### config.mk
export PLATFORM = sky130hd
export DESIGN_NAME = dsl_keyword_lexer_top
export DESIGN_NICKNAME = d
export VERILOG_FILES = /design/src/hw/rtl/dsl_lex_pkg.sv /design/src/hw/rtl/dsl_lex_core.sv /design/src/hw/rtl/dsl_lex_fifo.sv /design/src/hw/rtl/dsl_keyword_lexer_top.sv
export SDC_FILE = /design/constraint.sdc
export NUM_CORES = 1
export LEC_CHECK = 0
export BUFFER_PORTS_ARGS = -buffer_cell sky130_fd_sc_hd__buf_2
export CORE_ASPECT_RATIO = 0.8
export CORE_MARGIN = 4
export CORE_UTILIZATION = 35
export DETAILED_ROUTE_END_ITERATION = 12
export SLEW_MARGIN = 20
export SYNTH_ARGS = -nofsm -noshare
export SYNTH_HDL_FRONTEND = slang
export SYNTH_HIERARCHICAL = 1
export SYNTH_SLANG_ARGS = --single-unit
### constraint.sdc
create_clock -name clock -period 7.18 [get_ports clock]
set_clock_uncertainty 0.1 [all_clocks]
set_input_delay 1.436 -clock clock [delete_from_list [all_inputs] [get_ports clock]]
set_output_delay 1.436 -clock clock [all_outputs]
set_load 0.005 [all_outputs]
### src/hw/rtl/dsl_lex_pkg.sv
// shared types, constants and keyword helpers for the keyword lexer
// no dependencies; imported by dsl_lex_core, dsl_lex_fifo and dsl_keyword_lexer_top
package dsl_lex_pkg;

   localparam int LINE_BITS  = 24;
   localparam int INDEX_BITS = 16;

   // token codes on the result channel
   typedef enum logic [3:0] {
      TOK_POINT      = 4'd0,
      TOK_LINE       = 4'd1,
      TOK_CIRCLE     = 4'd2,
      TOK_CONSTRAINT = 4'd3,
      TOK_IDENT      = 4'd4,
      TOK_ASSIGN     = 4'd5,
      TOK_LPAREN     = 4'd6,
      TOK_RPAREN     = 4'd7,
      TOK_COMMA      = 4'd8,
      TOK_SEMI       = 4'd9
   } token_kind_type;

   // source characters with a meaning of their own
   localparam logic [7:0] CH_LF     = 8'h0A;
   localparam logic [7:0] CH_HASH   = "#";
   localparam logic [7:0] CH_SLASH  = "/";
   localparam logic [7:0] CH_EQUAL  = "=";
   localparam logic [7:0] CH_LPAREN = "(";
   localparam logic [7:0] CH_RPAREN = ")";
   localparam logic [7:0] CH_COMMA  = ",";
   localparam logic [7:0] CH_SEMI   = ";";

   // keywords, left aligned and padded to ten characters
   localparam int KW_COUNT = 4;
   localparam int KW_CHARS = 10;
   localparam logic [0:KW_COUNT-1][8*KW_CHARS-1:0] KW_TEXT = '{
      "point     ", "line      ", "circle    ", "constraint"
   };
   localparam logic [0:KW_COUNT-1][3:0] KW_LEN = '{4'd5, 4'd4, 4'd6, 4'd10};

   typedef struct packed {
      logic [7:0] char_byte;
      logic       is_final;
   } req_type;

   typedef struct packed {
      logic [3:0]            token_type;
      logic [LINE_BITS-1:0]  line_number;
      logic [INDEX_BITS-1:0] token_index;
      logic                  run_last;
   } rsp_type;

   // up to two tokens produced by one byte; push1 only together with push0
   typedef struct packed {
      logic    push0;
      logic    push1;
      rsp_type tok0;
      rsp_type tok1;
   } lex_push_type;

   function automatic logic is_letter(input logic [7:0] c);
      return (c >= "a" && c <= "z") || (c >= "A" && c <= "Z") || c == "_";
   endfunction

   function automatic logic is_word_char(input logic [7:0] c);
      return is_letter(c) || (c >= "0" && c <= "9");
   endfunction

   // keywords that still match after character c lands at position pos
   function automatic logic [KW_COUNT-1:0] kw_char_match(input logic [3:0] pos,
                                                         input logic [7:0] c);
      logic [KW_COUNT-1:0] m;
      logic [3:0]          p;
      m = '0;
      p = (pos > 4'(KW_CHARS - 1)) ? 4'(KW_CHARS - 1) : pos;
      for (int k = 0; k < KW_COUNT; k++) begin
         if (pos < KW_LEN[k]) begin
            m[k] = (KW_TEXT[k][8*(KW_CHARS-1-int'(p)) +: 8] == c);
         end
      end
      return m;
   endfunction

   // token code of a finished identifier
   function automatic logic [3:0] kw_type(input logic [3:0] len,
                                          input logic [KW_COUNT-1:0] alive);
      logic [3:0] t;
      t = TOK_IDENT;
      for (int k = KW_COUNT - 1; k >= 0; k--) begin
         if (alive[k] && len == KW_LEN[k]) begin
            t = 4'(k);
         end
      end
      return t;
   endfunction

endpackage

### src/hw/rtl/dsl_lex_core.sv
// scanner state and per-byte token decision for the keyword lexer
// depends on dsl_lex_pkg
module dsl_lex_core
   import dsl_lex_pkg::*;
(
   input  logic         clock,
   input  logic         reset,
   input  logic         in_take,
   input  req_type      in_data,
   output lex_push_type push
);

   typedef enum logic [1:0] {
      MODE_NORMAL  = 2'd0,
      MODE_IDENT   = 2'd1,
      MODE_COMMENT = 2'd2
   } scan_mode_type;

   localparam logic [LINE_BITS-1:0]  LINE_MAX  = '1;
   localparam logic [INDEX_BITS-1:0] INDEX_MAX = '1;

   scan_mode_type           mode_ff,   mode_in;
   logic                    slash_ff,  slash_in;
   logic [LINE_BITS-1:0]    line_ff,   line_in;
   logic [3:0]              len_ff,    len_in;
   logic [KW_COUNT-1:0]     alive_ff,  alive_in;
   logic [INDEX_BITS-1:0]   count_ff,  count_in;

   // per-byte decision
   always_comb begin
      logic [7:0]            c;
      logic                  handled;
      logic                  e_flush;
      logic                  e_punct;
      logic                  e_final;
      logic [3:0]            flush_type;
      logic [3:0]            punct_type;
      logic [INDEX_BITS-1:0] idx1;
      logic [INDEX_BITS-1:0] idx2;

      c          = in_data.char_byte;
      handled    = 1'b0;
      e_flush    = 1'b0;
      e_punct    = 1'b0;
      e_final    = 1'b0;
      flush_type = kw_type(len_ff, alive_ff);
      punct_type = TOK_ASSIGN;
      mode_in    = mode_ff;
      slash_in   = slash_ff;
      line_in    = line_ff;
      len_in     = len_ff;
      alive_in   = alive_ff;

      // comment body, or the byte after a lone slash
      if (mode_ff == MODE_COMMENT) begin
         if (c == CH_LF) begin
            if (line_ff != LINE_MAX) line_in = line_ff + 1'b1;
            mode_in = MODE_NORMAL;
         end
         handled = 1'b1;
      end else if (slash_ff) begin
         slash_in = 1'b0;
         if (c == CH_SLASH) begin
            mode_in = MODE_COMMENT;
            handled = 1'b1;
         end
      end

      // continue or end an open identifier
      if (!handled && mode_in == MODE_IDENT) begin
         if (is_word_char(c)) begin
            alive_in = alive_ff & kw_char_match(len_ff, c);
            if (len_ff != 4'hF) len_in = len_ff + 1'b1;
            handled  = 1'b1;
         end else begin
            e_flush  = 1'b1;
            mode_in  = MODE_NORMAL;
            len_in   = '0;
            alive_in = '1;
         end
      end

      // plain byte
      if (!handled) begin
         mode_in = MODE_NORMAL;
         if (c == CH_LF) begin
            if (line_ff != LINE_MAX) line_in = line_ff + 1'b1;
         end else if (c == CH_HASH) begin
            mode_in = MODE_COMMENT;
         end else if (c == CH_SLASH) begin
            slash_in = 1'b1;
         end else if (is_letter(c)) begin
            mode_in  = MODE_IDENT;
            alive_in = kw_char_match(4'd0, c);
            len_in   = 4'd1;
         end else if (c == CH_EQUAL) begin
            e_punct    = 1'b1;
            punct_type = TOK_ASSIGN;
         end else if (c == CH_LPAREN) begin
            e_punct    = 1'b1;
            punct_type = TOK_LPAREN;
         end else if (c == CH_RPAREN) begin
            e_punct    = 1'b1;
            punct_type = TOK_RPAREN;
         end else if (c == CH_COMMA) begin
            e_punct    = 1'b1;
            punct_type = TOK_COMMA;
         end else if (c == CH_SEMI) begin
            e_punct    = 1'b1;
            punct_type = TOK_SEMI;
         end
      end

      // last byte flushes an open identifier; it keeps its current length
      if (in_data.is_final && mode_in == MODE_IDENT) begin
         e_final    = 1'b1;
         flush_type = kw_type(len_in, alive_in);
      end

      // token indices, saturating
      idx1 = (count_ff != INDEX_MAX) ? count_ff + 1'b1 : count_ff;
      idx2 = (idx1 != INDEX_MAX) ? idx1 + 1'b1 : idx1;

      push.push0 = in_take && (e_flush || e_punct || e_final);
      push.push1 = in_take && e_flush && e_punct;

      push.tok0.token_type  = (e_flush || e_final) ? flush_type : punct_type;
      push.tok0.line_number = line_ff;
      push.tok0.token_index = count_ff;
      push.tok0.run_last    = !(e_flush && e_punct);

      push.tok1.token_type  = punct_type;
      push.tok1.line_number = line_ff;
      push.tok1.token_index = idx1;
      push.tok1.run_last    = 1'b1;

      if (e_flush && e_punct) begin
         count_in = idx2;
      end else if (e_flush || e_punct || e_final) begin
         count_in = idx1;
      end else begin
         count_in = count_ff;
      end

      // end of source text returns everything to its start values
      if (in_data.is_final) begin
         mode_in  = MODE_NORMAL;
         slash_in = 1'b0;
         line_in  = LINE_BITS'(1);
         len_in   = '0;
         alive_in = '1;
         count_in = '0;
      end
   end

   // scanner state
   always_ff @(posedge clock) begin
      if (reset) begin
         mode_ff  <= MODE_NORMAL;
         slash_ff <= 1'b0;
         line_ff  <= LINE_BITS'(1);
         len_ff   <= '0;
         alive_ff <= '1;
         count_ff <= '0;
      end else if (in_take) begin
         mode_ff  <= mode_in;
         slash_ff <= slash_in;
         line_ff  <= line_in;
         len_ff   <= len_in;
         alive_ff <= alive_in;
         count_ff <= count_in;
      end
   end

endmodule

### src/hw/rtl/dsl_lex_fifo.sv
// four-entry result queue; takes up to two tokens per cycle, gives one
// depends on dsl_lex_pkg
module dsl_lex_fifo
   import dsl_lex_pkg::*;
(
   input  logic         clock,
   input  logic         reset,
   input  lex_push_type push,
   output logic         room2,
   output logic         out_valid,
   input  logic         out_ready,
   output rsp_type      out_data
);

   rsp_type    mem_ff [4];
   logic [1:0] wr_ff,  wr_in;
   logic [1:0] rd_ff,  rd_in;
   logic [2:0] cnt_ff, cnt_in;
   logic       pop;
   logic [2:0] npush;

   // pointer and fill bookkeeping
   always_comb begin
      pop    = out_valid && out_ready;
      npush  = 3'(push.push0) + 3'(push.push1);
      wr_in  = wr_ff + npush[1:0];
      rd_in  = rd_ff + 2'(pop);
      cnt_in = cnt_ff + npush - 3'(pop);
   end

   assign room2     = (cnt_ff <= 3'd2);
   assign out_valid = (cnt_ff != 3'd0);
   assign out_data  = mem_ff[rd_ff];

   // control
   always_ff @(posedge clock) begin
      if (reset) begin
         wr_ff  <= '0;
         rd_ff  <= '0;
         cnt_ff <= '0;
      end else begin
         wr_ff  <= wr_in;
         rd_ff  <= rd_in;
         cnt_ff <= cnt_in;
      end
   end

   // entry storage
   always_ff @(posedge clock) begin
      if (push.push0) mem_ff[wr_ff] <= push.tok0;
      if (push.push1) mem_ff[wr_ff + 2'd1] <= push.tok1;
   end

endmodule

### src/hw/rtl/dsl_keyword_lexer_top.sv
// top level of the keyword lexer: byte in, tokens out
// depends on dsl_lex_pkg, dsl_lex_core, dsl_lex_fifo
//
//   channel   ports                          payload
//   request   req_valid / req_ready          req_data  (req_type: byte, last flag)
//   response  rsp_valid / rsp_ready          rsp_data  (rsp_type: token)
//
// one byte is taken per cycle while req_ready is high; its tokens (zero, one
// or two) are written to a four-entry result queue in the same edge.
// a byte ending an identifier with punctuation yields two tokens, so the pace
// is set by the single-token-per-cycle read port of the result queue.
// req_ready is high while the queue has room for two tokens; it does not
// depend on rsp_ready in the same cycle. reset clears the scanner and queue.
module dsl_keyword_lexer_top
   import dsl_lex_pkg::*;
(
   input  logic    clock,
   input  logic    reset,
   input  logic    req_valid,
   output logic    req_ready,
   input  req_type req_data,
   output logic    rsp_valid,
   input  logic    rsp_ready,
   output rsp_type rsp_data
);

   lex_push_type push;
   logic         room2;
   logic         take;

   // request transfer
   assign req_ready = room2;
   assign take      = req_valid && room2;

   dsl_lex_core u_core (
      .clock   (clock),
      .reset   (reset),
      .in_take (take),
      .in_data (req_data),
      .push    (push)
   );

   dsl_lex_fifo u_fifo (
      .clock     (clock),
      .reset     (reset),
      .push      (push),
      .room2     (room2),
      .out_valid (rsp_valid),
      .out_ready (rsp_ready),
      .out_data  (rsp_data)
   );

endmodule
==> results of run 1 <==
==> cells by family after synthesis <==
logic type | share of synthesized area (%)
AO/OA/AOI/OAI | 7.68
XOR/XNOR | 3.54
adder cells (fa/ha/maj) | 1.35
buffers and inverters | 5.61
flip-flops | 45.6
multiplexers | 23.3
other | 0.0260
AND/OR/NAND/NOR | 12.9
==> path summary, 6_finish.rpt <==
path / slack (ns) / cells past startpoint / from / to
hold / removal: 0.46 / 2 / u_core/slash_ff / u_core/slash_ff
setup / recovery: 1.74 / 16 / u_core/len_ff[1] / u_fifo/mem_ff[3][43]
hold reg to reg: 0.46 / 2 / u_core/slash_ff / u_core/slash_ff
setup reg to reg: 1.74 / 16 / u_core/len_ff[1] / u_fifo/mem_ff[3][43]
==> metrics by stage <==
step	setup WS, ns	std cells	cell area [sq um]	hold WS (ns)	utilization [%]
5_1_grt	1.40	1756	15800	0.496	38.8
2_1_floorplan	0.354	1183	14400	0.376	-
3_3_place_gp	1.44	1706	14900	0.437	36.7
6_report	1.74	1756	15800	0.458	38.8
4_1_cts	1.83	1754	15700	0.459	38.7
3_5_place_dp	1.28	1706	14900	0.444	36.7
==> sequential cells by signal (all words and copies together) (netlist names) <==
signal           count
u_core/alive_ff      4
u_core/count_ff     16
u_core/len_ff        4
u_core/line_ff      24
u_core/mode_ff       2
u_core/slash_ff      1
u_fifo/cnt_ff        3
u_fifo/mem_ff      180
u_fifo/rd_ff         2
u_fifo/wr_ff         2
==> cell usage after synthesis, types with 5 or more instances <==
| cell type | n | share of area [%] |
|---|---|---|
| edfxtp_1 | 180 | 37 |
| mux2_2 | 132 | 10 |
| nand2_1 | 76 | 2.0 |
| nor2_1 | 73 | 1.9 |
| dfxtp_1 | 58 | 8.1 |
| mux4_2 | 45 | 7.0 |
| mux2_4 | 44 | 4.6 |
| o21ai_0 | 44 | 1.5 |
| nand3_1 | 41 | 1.4 |
| buf_4 | 34 | 1.8 |
| a21oi_1 | 33 | 1.1 |
| clkbuf_1 | 30 | 0.78 |
| xnor2_1 | 30 | 1.8 |
| inv_1 | 25 | 0.65 |
| and3_1 | 23 | 1.0 |
| xor2_1 | 23 | 1.4 |
| buf_2 | 19 | 0.66 |
| nand4_1 | 16 | 0.69 |
| and2_1 | 15 | 0.65 |
| buf_6 | 15 | 1.2 |
| ha_1 | 14 | 1.2 |
| nor2b_1 | 12 | 0.52 |
| nor3_1 | 12 | 0.42 |
| or3_1 | 12 | 0.52 |
| a31oi_1 | 11 | 0.48 |
| mux2_1 | 10 | 0.78 |
| nand2b_1 | 10 | 0.43 |
| and4_1 | 9 | 0.55 |
| mux2i_1 | 9 | 0.63 |
| nor4_1 | 7 | 0.30 |
| a22oi_1 | 6 | 0.31 |
| nand3b_1 | 6 | 0.31 |
| a211oi_1 | 5 | 0.26 |
==> metal layers <==
layer,wire (microns),share of wire (%)
met1,17400,49
met2,15700,44
met3,1730,4.9
met4,493,1.4
met5,7,0.020
==> where the power goes <==
part | switching [mW] | internal [mW]
registers | 0.0505 | 1.49
logic | 0.288 | 0.312
clock network | 0.522 | 0.743
total | 0.860 | 2.55
==> critical path, stage by stage, from the launching register on <==
cell,delay (ns)
dfxtp_1,0.30
buf_4,0.27
inv_1,0.21
ha_1,0.26
o21ba_2,0.30
o21ai_0,0.18
ha_1,0.56
o21ai_0,0.27
mux2i_1,0.21
nor2_1,0.23
o2111ai_1,0.21
a2111oi_0,0.77
a221o_1,0.30
a2bb2oi_1,0.09
nor4_1,0.45
nor4_1,0.16
mux2_2,0.30
==> final cells by class <==
type,instances,area (sq um)
tap,544,681
sequential,238,6570
timing repair buffer,83,520
inverter,27,101
multi-input combinational,816,7080
fill,3903,24900
clock inverter,5,26.3
clock buffer,43,786
==> impl_results.md, run 1 <==
- Die width: 235 microns
- Initial antenna violation count: 2
- CTS resizes: 0
- Ys flop type: edfxtp_1
- Setup Buffers After CTS: 0
- DRC: 0
- Syn nets: ~1200
- Number of synthesized flops with an enable pin: 180
- M2 GR Usage: about a quarter
- Worst Tran Pin Value: around 1.1 ns
- Placed wire-length estimate: 22.9 mm
- Vias/cell: ~5.4
- Highest Clock Rate: around 0.18 GHz
- Max_cap viols: 0
- Rows: 66
- Via count: 9478
- Post-Synthesis Cell Area: around 14000 sq um
- Relative slew margins: 26.3%
- Post-cts hold buffer count: 0
- #FFs+latches synth: ~240
- Netlist cell types: about 90
- RSZ-0062 raised after global routing: no
- WP data arrival: 5.62 ns
- Initial drt markers: about 750
- Crit Path Max Fanout: 27
- GP Congestion: ~0.89
- Die area: between 40000 and 50000 sq um
- Hold Crit Class: flop to flop
- Fin Setup TNS: 0 ns
- Nets: about 1200
- Core Region: ~41000 sq um
- Post-synthesis sequential area ratio: a little under half
- Post-route ant nets: 0
- Worst-path clk slew: 0.06 ns
- Setup violations, final: 0
- # port buffers: between 50 and 60
- Total Power: 3.41 mW
- Crit path required time: about 7.4 ns
- H-tree levels: 1
- Drt wl/cell: between 20 and 25 microns
- Cell Pwr Density: ~220 nW/um^2
- Min Tclk post-route: roughly 5.4 ns
- Clk root buf: clkbuf_16
- Grt total ovfl: 0
- Number of global-route vias before repair: between 9000 and 10000
- Most frequent cells in the layout: 180 x edfxtp_1, 132 x mux2_2, 76 x nand2_1
- Layout cell share with drive strength beyond 1: between 30% and 40%
- Routed WL: 35.3 mm
- Period utilization: about 76%
- Peak VDD IR: ~180 uV
- Pin count of the biggest net entering global routing: 47
- GR Util met1: 23.4%
- GRT busiest layer: met2
- Layout area overhead: 9.40%
- Clock sink count: about 240
- IO Pins: 60
- Mean post-synth cell area: around 12 sq um
- Clock latency on the worst-skew pair: around 0.53 ns
- Drt pass-1 iters: 5
- Critical path endpoint category: flop
- CTS tree: done
- Antenna Cells: 0
- Pleak: between 5 and 6 nW
- Max-slew violations: 0
- Die extent in y: around 190 microns
- Startpoint Class: flop
- Crit path kind: flop to flop
- Async SR Flop Fraction: 0%
- M3 GR Usage: 2.43%
- Initial Util: a little over a third
- Status: finished clean
- Total CTS buffers: 26
- Hold Fails Final Rpt: 0
- Synth warnings: 6
- Total global-route track usage: roughly 16%
- Clock buffer depth: 3
- Syn Inst Count: ~1200
- Most common cell after layout, fill and taps aside: edfxtp_1
- Global-route wire length before repair: about 56 mm
No activity file was read; power rests on OpenSTA's default activity.
==> inputs of run 2 (changes only) <==
==> constraint.sdc (replaced) <==
create_clock -name clock -period 5.2 [get_ports clock]
set_clock_uncertainty 0.1 [all_clocks]
set_input_delay 1.04 -clock clock [delete_from_list [all_inputs] [get_ports clock]]
set_output_delay 1.04 -clock clock [all_outputs]
set_load 0.005 [all_outputs]
==> run 2 against run 1 <==
Against the previous run: critical path depth unchanged; routed wire length up 1.8%; sequential power up 42%; worst hold slack worse by 0.0049 ns; final cell count up 0.74%; sequential cell count unchanged; first-iteration DRC count up 8.7%.
==> impl_results.md, run 2 (same netlist as run 1, synthesis figures left out) <==
- Status: finished clean (unchanged)
- Core Region: 40600 sq um (unchanged)
- Post-cts hold buffer count: 0 (unchanged)
- Crit Path Max Fanout: 12 (was 27)
- Die width: 235 microns (unchanged)
- Reg-to-reg endpoint: u_fifo/mem_ff[0][43] (was u_fifo/mem_ff[3][43])
- Drt pass-1 iters: 5 (unchanged)
- Register area: 6570 sq um (unchanged)
- Clk root buf: clkbuf_16 (unchanged)
- DRC: 0 (unchanged)
- Drt wl/cell: 20.3 microns (was 20.1 microns)
- Grt total ovfl: 0 (unchanged)
- Via count: 9651 (was 9478)
- Die area: 44500 sq um (unchanged)
- Fill count: 3894 (was 3903)
- Initial drt markers: 814 (was 749)
- Initial Util: 35.5% (unchanged)
- Setup violations, final: 0 (unchanged)
- Highest Clock Rate: 0.213 GHz (was 0.184 GHz)
- Clock buffer depth: 3 (unchanged)
- Largest register FFs: 180 (unchanged)
- Worst-path clk slew: 0.06 ns (about the same)
- Global-route wire length before repair: 56.1 mm (was 55.5 mm)
- Layout Utilization: 39.1% (was 38.8%)
- Crit path kind: flop to flop (unchanged)
- Max_cap viols: 0 (unchanged)
- Rows: 66 (unchanged)
- Fin Hold WS: 0.453 ns (was 0.458 ns)
- Hold Crit Class: flop to flop (unchanged)
- Initial antenna violation count: 0 (was 2)
- Dpl cells: 1719 (was 1706)
- CTS tree: done (unchanged)
- RSZ-0062 raised after global routing: no (unchanged)
- Largest regs: u_fifo/mem_ff x180, u_core/line_ff x24, u_core/count_ff x16 (unchanged)
- Fin Setup TNS: 0 ns (unchanged)
- Routed WL: 36.0 mm (was 35.3 mm)
- Most frequent cells in the layout: 180 x edfxtp_1, 132 x mux2_2, 76 x nand2_1 (unchanged)
- Layout cell share with drive strength beyond 1: 31.3% (was 30.4%)
- R2r setup slk: 0.50 ns (was 1.74 ns)
- Most common cell after layout, fill and taps aside: edfxtp_1 (unchanged)
- WP data arrival: 4.88 ns (was 5.62 ns)
- Total CTS buffers: 27 (was 26)
- Total Power: 4.80 mW (was 3.41 mW)
- # port buffers: 59 (unchanged)
- Total global-route track usage: 15.7% (was 15.5%)
- Critical path endpoint category: flop (unchanged)
- Post-route ant nets: 0 (unchanged)
- CP startpoint: u_core/len_ff[0] (was u_core/len_ff[1])
- Die extent in y: 190 microns (unchanged)
- CTS resizes: 0 (unchanged)
- Crit path capture: u_fifo/mem_ff[0][43] (was u_fifo/mem_ff[3][43])
- GP Congestion: 0.907 (was 0.895)
- Area of the multi-input gates: 7080 sq um (unchanged)
- Peak VDD IR: 218 uV (was 181 uV)
- Clock latency on the worst-skew pair: 0.54 ns (was 0.53 ns)
- H-tree levels: 1 (unchanged)
- Reg2Reg Depth: 16 (unchanged)
- Layout area overhead: 10.2% (was 9.40%)
- Layout Cells excl Fill: 1769 (was 1756)
- IO Pins: 60 (unchanged)
- Period utilization: 90.5% (was 75.8%)
- Vias/cell: 5.46 (was 5.40)
- Crit path required time: 5.38 ns (was 7.35 ns)
- Max-slew violations: 0 (unchanged)
- Cell Pwr Density: 302 nW/um^2 (was 216 nW/um^2)
- Startpoint Class: flop (unchanged)
- Relative slew margins: 32.0% (was 26.3%)
- Startpoint of the worst register-to-register path: u_core/len_ff[0] (was u_core/len_ff[1])
- Hold Fails Final Rpt: 0 (unchanged)
- Min Tclk post-route: 4.70 ns (was 5.44 ns)
- Pleak: 5.60 nW (was 5.54 nW)
- Worst Tran Pin Value: 1.01 ns (was 1.10 ns)
- Setup Buffers After CTS: 0 (unchanged)
- Nets: 1232 (was 1220)
- Antenna Cells: 0 (unchanged)
- Clock sink count: 238 (unchanged)
- Placed wire-length estimate: 23.3 mm (was 22.9 mm)
- Pin count of the biggest net entering global routing: 39 (was 47)
- Largest reg by FF count: u_fifo/mem_ff (unchanged)
- Number of global-route vias before repair: 9229 (was 9081)
==> run 2: cell count changes in the layout (fill, tap and decap cells not counted), sizes merged <==
cell	delta
buf	+11
clkinvlp	+3
clkinv	+5
bufinv	+2
clkbuf	-8
==> run 2: final cells by class <==
class	count	share of cell area [%]
multi-input cells	816	44.6
flip-flops and latches	238	41.4
clock buffers	35	4.51
well taps	544	4.29
repair buffers	94	3.75
clock inverters	15	0.827
inverters	27	0.638
==> run 2: critical path, stage by stage (launching register included) <==
cell	delay, ns
dfxtp_1	0.41
clkinv_1	0.12
ha_1	0.24
o21ba_2	0.30
o21ai_0	0.17
ha_1	0.42
xor2_1	0.45
o22ai_1	0.19
xnor2_1	0.16
o21ai_0	0.11
a2111oi_0	0.49
buf_4	0.20
a221o_1	0.15
a2bb2oi_1	0.07
nor4_1	0.42
nor4_1	0.16
mux2_2	0.29
==> run 2: layer usage <==
layer / vias up / wire (microns) / track usage, %
met5: - / 0 / 0
met4: 0 / 427 / 2.48
met3: 32 / 1890 / 1.91
met2: 314 / 15600 / 23.5
met1: 4776 / 18000 / 24.6
li1: 4529 / - / -
==> run 2: per-stage QoR <==
| step | worst slack [ns] | instance area (sq um) |
|---|---|---|
| finish | 0.496 | 15900 |
| detailed placement | 0.408 | 15000 |
| global route | 0.109 | 15900 |
| CTS | 0.585 | 15900 |
| global placement | 0.393 | 15000 |
| floorplan | -0.116 | 14400 |
==> run 2: worst min-delay path by stage <==
stage	startpoint	endpoint	slack (ns)	cells past startpoint
2_1_floorplan	u_core/alive_ff[3]	u_core/alive_ff[3]	0.38	2
6_report	u_core/slash_ff	u_core/slash_ff	0.45	2
4_1_cts	u_core/slash_ff	u_core/slash_ff	0.44	2
3_3_place_gp	u_core/slash_ff	u_core/slash_ff	0.44	2
3_5_place_dp	u_core/slash_ff	u_core/slash_ff	0.43	2
5_1_grt	u_core/slash_ff	u_core/slash_ff	0.50	2
==> run 2: report_power, final <==
group | total, mW | internal, mW | switching [mW] | leakage (nW)
registers | 2.19 | 2.06 | 0.129 | 2.08
logic | 0.775 | 0.422 | 0.354 | 3.12
clock network | 1.84 | 1.07 | 0.768 | 0.407
total | 4.80 | 3.55 | 1.25 | 5.60
==> inputs of run 3 (changes only) <==
--- a/config.mk
+++ b/config.mk
@@ -6,10 +6,13 @@
 export NUM_CORES = 1
 export LEC_CHECK = 0
 export BUFFER_PORTS_ARGS = -buffer_cell sky130_fd_sc_hd__buf_2
+export CELL_PAD_IN_SITES_DETAIL_PLACEMENT = 0
+export CELL_PAD_IN_SITES_GLOBAL_PLACEMENT = 2
 export CORE_ASPECT_RATIO = 0.8
 export CORE_MARGIN = 4
 export CORE_UTILIZATION = 35
 export DETAILED_ROUTE_END_ITERATION = 12
+export PLACE_DENSITY_LB_ADDON = 0.1
 export SLEW_MARGIN = 20
 export SYNTH_ARGS = -nofsm -noshare
 export SYNTH_HDL_FRONTEND = slang
==> run 3 against run 2 <==
Against the previous run: via count is 0.59% lower; worst hold slack worse by 0.0022 ns; utilization is 0.37 points higher; critical path depth is 1 lower; cell area is 0.94% higher; sequential power hardly changed; routed wire length is 8.3% higher; global-route usage is 1.4 points higher; setup slack better by 0.10 ns; fmax is 2.3% higher; critical path type unchanged; critical endpoint is now u_fifo/mem_ff[3][43]; largest cell class unchanged; highest routed layer unchanged.
==> impl_results.md, run 3 (same netlist as run 1, synthesis figures left out) <==
- Status: finished clean (unchanged)
- Sw Share: 25.6% (was 26.1%)
- Largest reg by FF count: u_fifo/mem_ff (unchanged)
- Max_cap viols: 0 (unchanged)
- Setup Buffers After CTS: 0 (unchanged)
- Drt pass-1 iters: 5 (unchanged)
- Pin count of the biggest net entering global routing: 46 (was 39)
- Drt wl/cell: 21.9 microns (was 20.3 microns)
- Crit Path Max Fanout: 10 (was 12)
- Crit path required time: 5.40 ns (was 5.38 ns)
- Pleak: 5.68 nW (was 5.60 nW)
- IO Pins: 60 (unchanged)
- Layout Cells excl Fill: 1778 (was 1769)
- Post-cts hold buffer count: 0 (unchanged)
- Clk root buf: clkbuf_16 (unchanged)
- Clock sink count: 238 (unchanged)
- Largest register FFs: 180 (unchanged)
- Die width: 235 microns (unchanged)
- Nets: 1241 (was 1232)
- Fin Setup TNS: 0 ns (unchanged)
- Core Region: 40600 sq um (unchanged)
- Critical path endpoint category: flop (unchanged)
- Int Pwr: 3.63 mW (was 3.55 mW)
- Layout area overhead: 11.2% (was 10.2%)
- Min Tclk post-route: 4.60 ns (was 4.70 ns)
- Die area: 44500 sq um (unchanged)
- Rows: 66 (unchanged)
- Hold Crit Class: flop to flop (unchanged)
- Layout cell share with drive strength beyond 1: 31.8% (was 31.3%)
- Worst-path clk slew: 0.06 ns (about the same)
- Sequential share of power: 44.6% (was 45.6%)
- Via count: 9594 (was 9651)
- DRC: 0 (unchanged)
- Most common cell after layout, fill and taps aside: edfxtp_1 (unchanged)
- Total CTS buffers: 27 (unchanged)
- Die extent in y: 190 microns (unchanged)
- Period utilization: 88.4% (was 90.5%)
- Sw power: 1.25 mW (about the same)
- Setup violations, final: 0 (unchanged)
- Startpoint Class: flop (unchanged)
- Layout Utilization: 39.4% (was 39.1%)
- Cell Pwr Density: 305 nW/um^2 (was 302 nW/um^2)
- Clock latency on the worst-skew pair: 0.56 ns (was 0.54 ns)
- CTS resizes: 0 (unchanged)
- Fin Hold WS: 0.451 ns (was 0.453 ns)
- Area post-placement: 15100 sq um (was 15000 sq um)
- GP Congestion: 0.787 (was 0.907)
- Total Power: 4.88 mW (was 4.80 mW)
- Fill count: 3930 (was 3894)
- Highest Clock Rate: 0.217 GHz (was 0.213 GHz)
- Largest regs: u_fifo/mem_ff x180, u_core/line_ff x24, u_core/count_ff x16 (unchanged)
- Clk pwr share: 39.6% (was 38.3%)
- Dpl cells: 1728 (was 1719)
- Initial Util: 35.5% (unchanged)
- Hold Fails Final Rpt: 0 (unchanged)
- Pre-CTS setup slack: 0.282 ns (was 0.408 ns)
- CTS tree: done (unchanged)
- WP data arrival: 4.80 ns (was 4.88 ns)
- RSZ-0062 raised after global routing: no (unchanged)
- Initial antenna violation count: 0 (unchanged)
- Antenna Cells: 0 (unchanged)
- Total global-route track usage: 17.1% (was 15.7%)
- Initial drt markers: 649 (was 814)
- Relative slew margins: 30.6% (was 32.0%)
- Crit path kind: flop to flop (unchanged)
- Final Cell Area: 16000 sq um (was 15900 sq um)
- Most frequent cells in the layout: 180 x edfxtp_1, 132 x mux2_2, 76 x nand2_1 (unchanged)
- Routed WL: 38.9 mm (was 36.0 mm)
- Clock buffer depth: 3 (unchanged)
- Grt total ovfl: 0 (unchanged)
- Worst Tran Pin Value: 1.04 ns (was 1.01 ns)
- Global-route wire length before repair: 59.9 mm (was 56.1 mm)
- H-tree levels: 1 (unchanged)
- # port buffers: 59 (unchanged)
- Post-route ant nets: 0 (unchanged)
- Placed wire-length estimate: 25.2 mm (was 23.3 mm)
- Peak VDD IR: 211 uV (was 218 uV)
- Vias/cell: 5.40 (was 5.46)
- Number of global-route vias before repair: 9444 (was 9229)
- Max-slew violations: 0 (unchanged)
- Final worst setup slack: 0.601 ns (was 0.496 ns)
- Gate power share: 15.8% (was 16.1%)
## run 3: cell count changes in the layout (fill, tap and decap cells not counted), moves of 2 or more
cell	previous run	this run
buf_12	3	6
buf_4	32	38
clkbuf_1	7	10
clkinv_1	6	4
clkinv_2	5	3
clkinv_4	0	2
clkinvlp_4	3	0
## run 3: power by group through the flow
stage	combinational, mW	sequential (mW)	clock, mW
final	0.772	2.18	1.93
after CTS	0.792	2.19	2.00
after global placement	0.793	2.23	0
after global routing	0.842	2.19	2.08
after floorplan	0.578	2.11	0
after detailed placement	0.790	2.23	0
## run 3: path summary, 6_finish.rpt
check | slack [ns] | depth (start not counted) | from | end
worst max-delay path | 0.60 | 15 | u_core/len_ff[0] | u_fifo/mem_ff[3][43]
worst min-delay path | 0.45 | 2 | u_core/slash_ff | u_core/slash_ff
worst max register to register | 0.60 | 15 | u_core/len_ff[0] | u_fifo/mem_ff[3][43]
worst min register to register | 0.45 | 2 | u_core/slash_ff | u_core/slash_ff
## run 3: cell type report
class | count | area (sq um) | share of cell area, %
Sequential cell | 238 | 6570 | 41.0
Tap cell | 544 | 681 | 4.25
Clock inverter | 11 | 150 | 0.937
Multi-Input combinational cell | 816 | 7080 | 44.2
Inverter | 27 | 101 | 0.632
Clock buffer | 39 | 741 | 4.62
Timing Repair Buffer | 103 | 701 | 4.37
## run 3: per-layer routing
layer / share of wire, % / routed length, microns / global-route usage [%] / vias up
met5: 0 / 0 / 0 / -
met4: 1.3 / 489 / 2.63 / 0
met3: 4.0 / 1550 / 2.30 / 34
met2: 44 / 17000 / 26.1 / 201
met1: 51 / 19900 / 26.4 / 4802
li1: - / - / - / 4557
## run 3: worst max-delay path: stages, from the launching register on
cell and delay, ns:
dfxtp_1 0.41, clkinv_1 0.12, ha_1 0.25, o21ba_2 0.22
o21ai_0 0.15, ha_1 0.42, xnor2_1 0.16, o22ai_1 0.31
xor2_1 0.10, or3_1 0.31, a2111oi_0 0.61, a221o_1 0.26
a2bb2oi_1 0.07, nor4_1 0.40, nor4_1 0.16, mux2_2 0.29
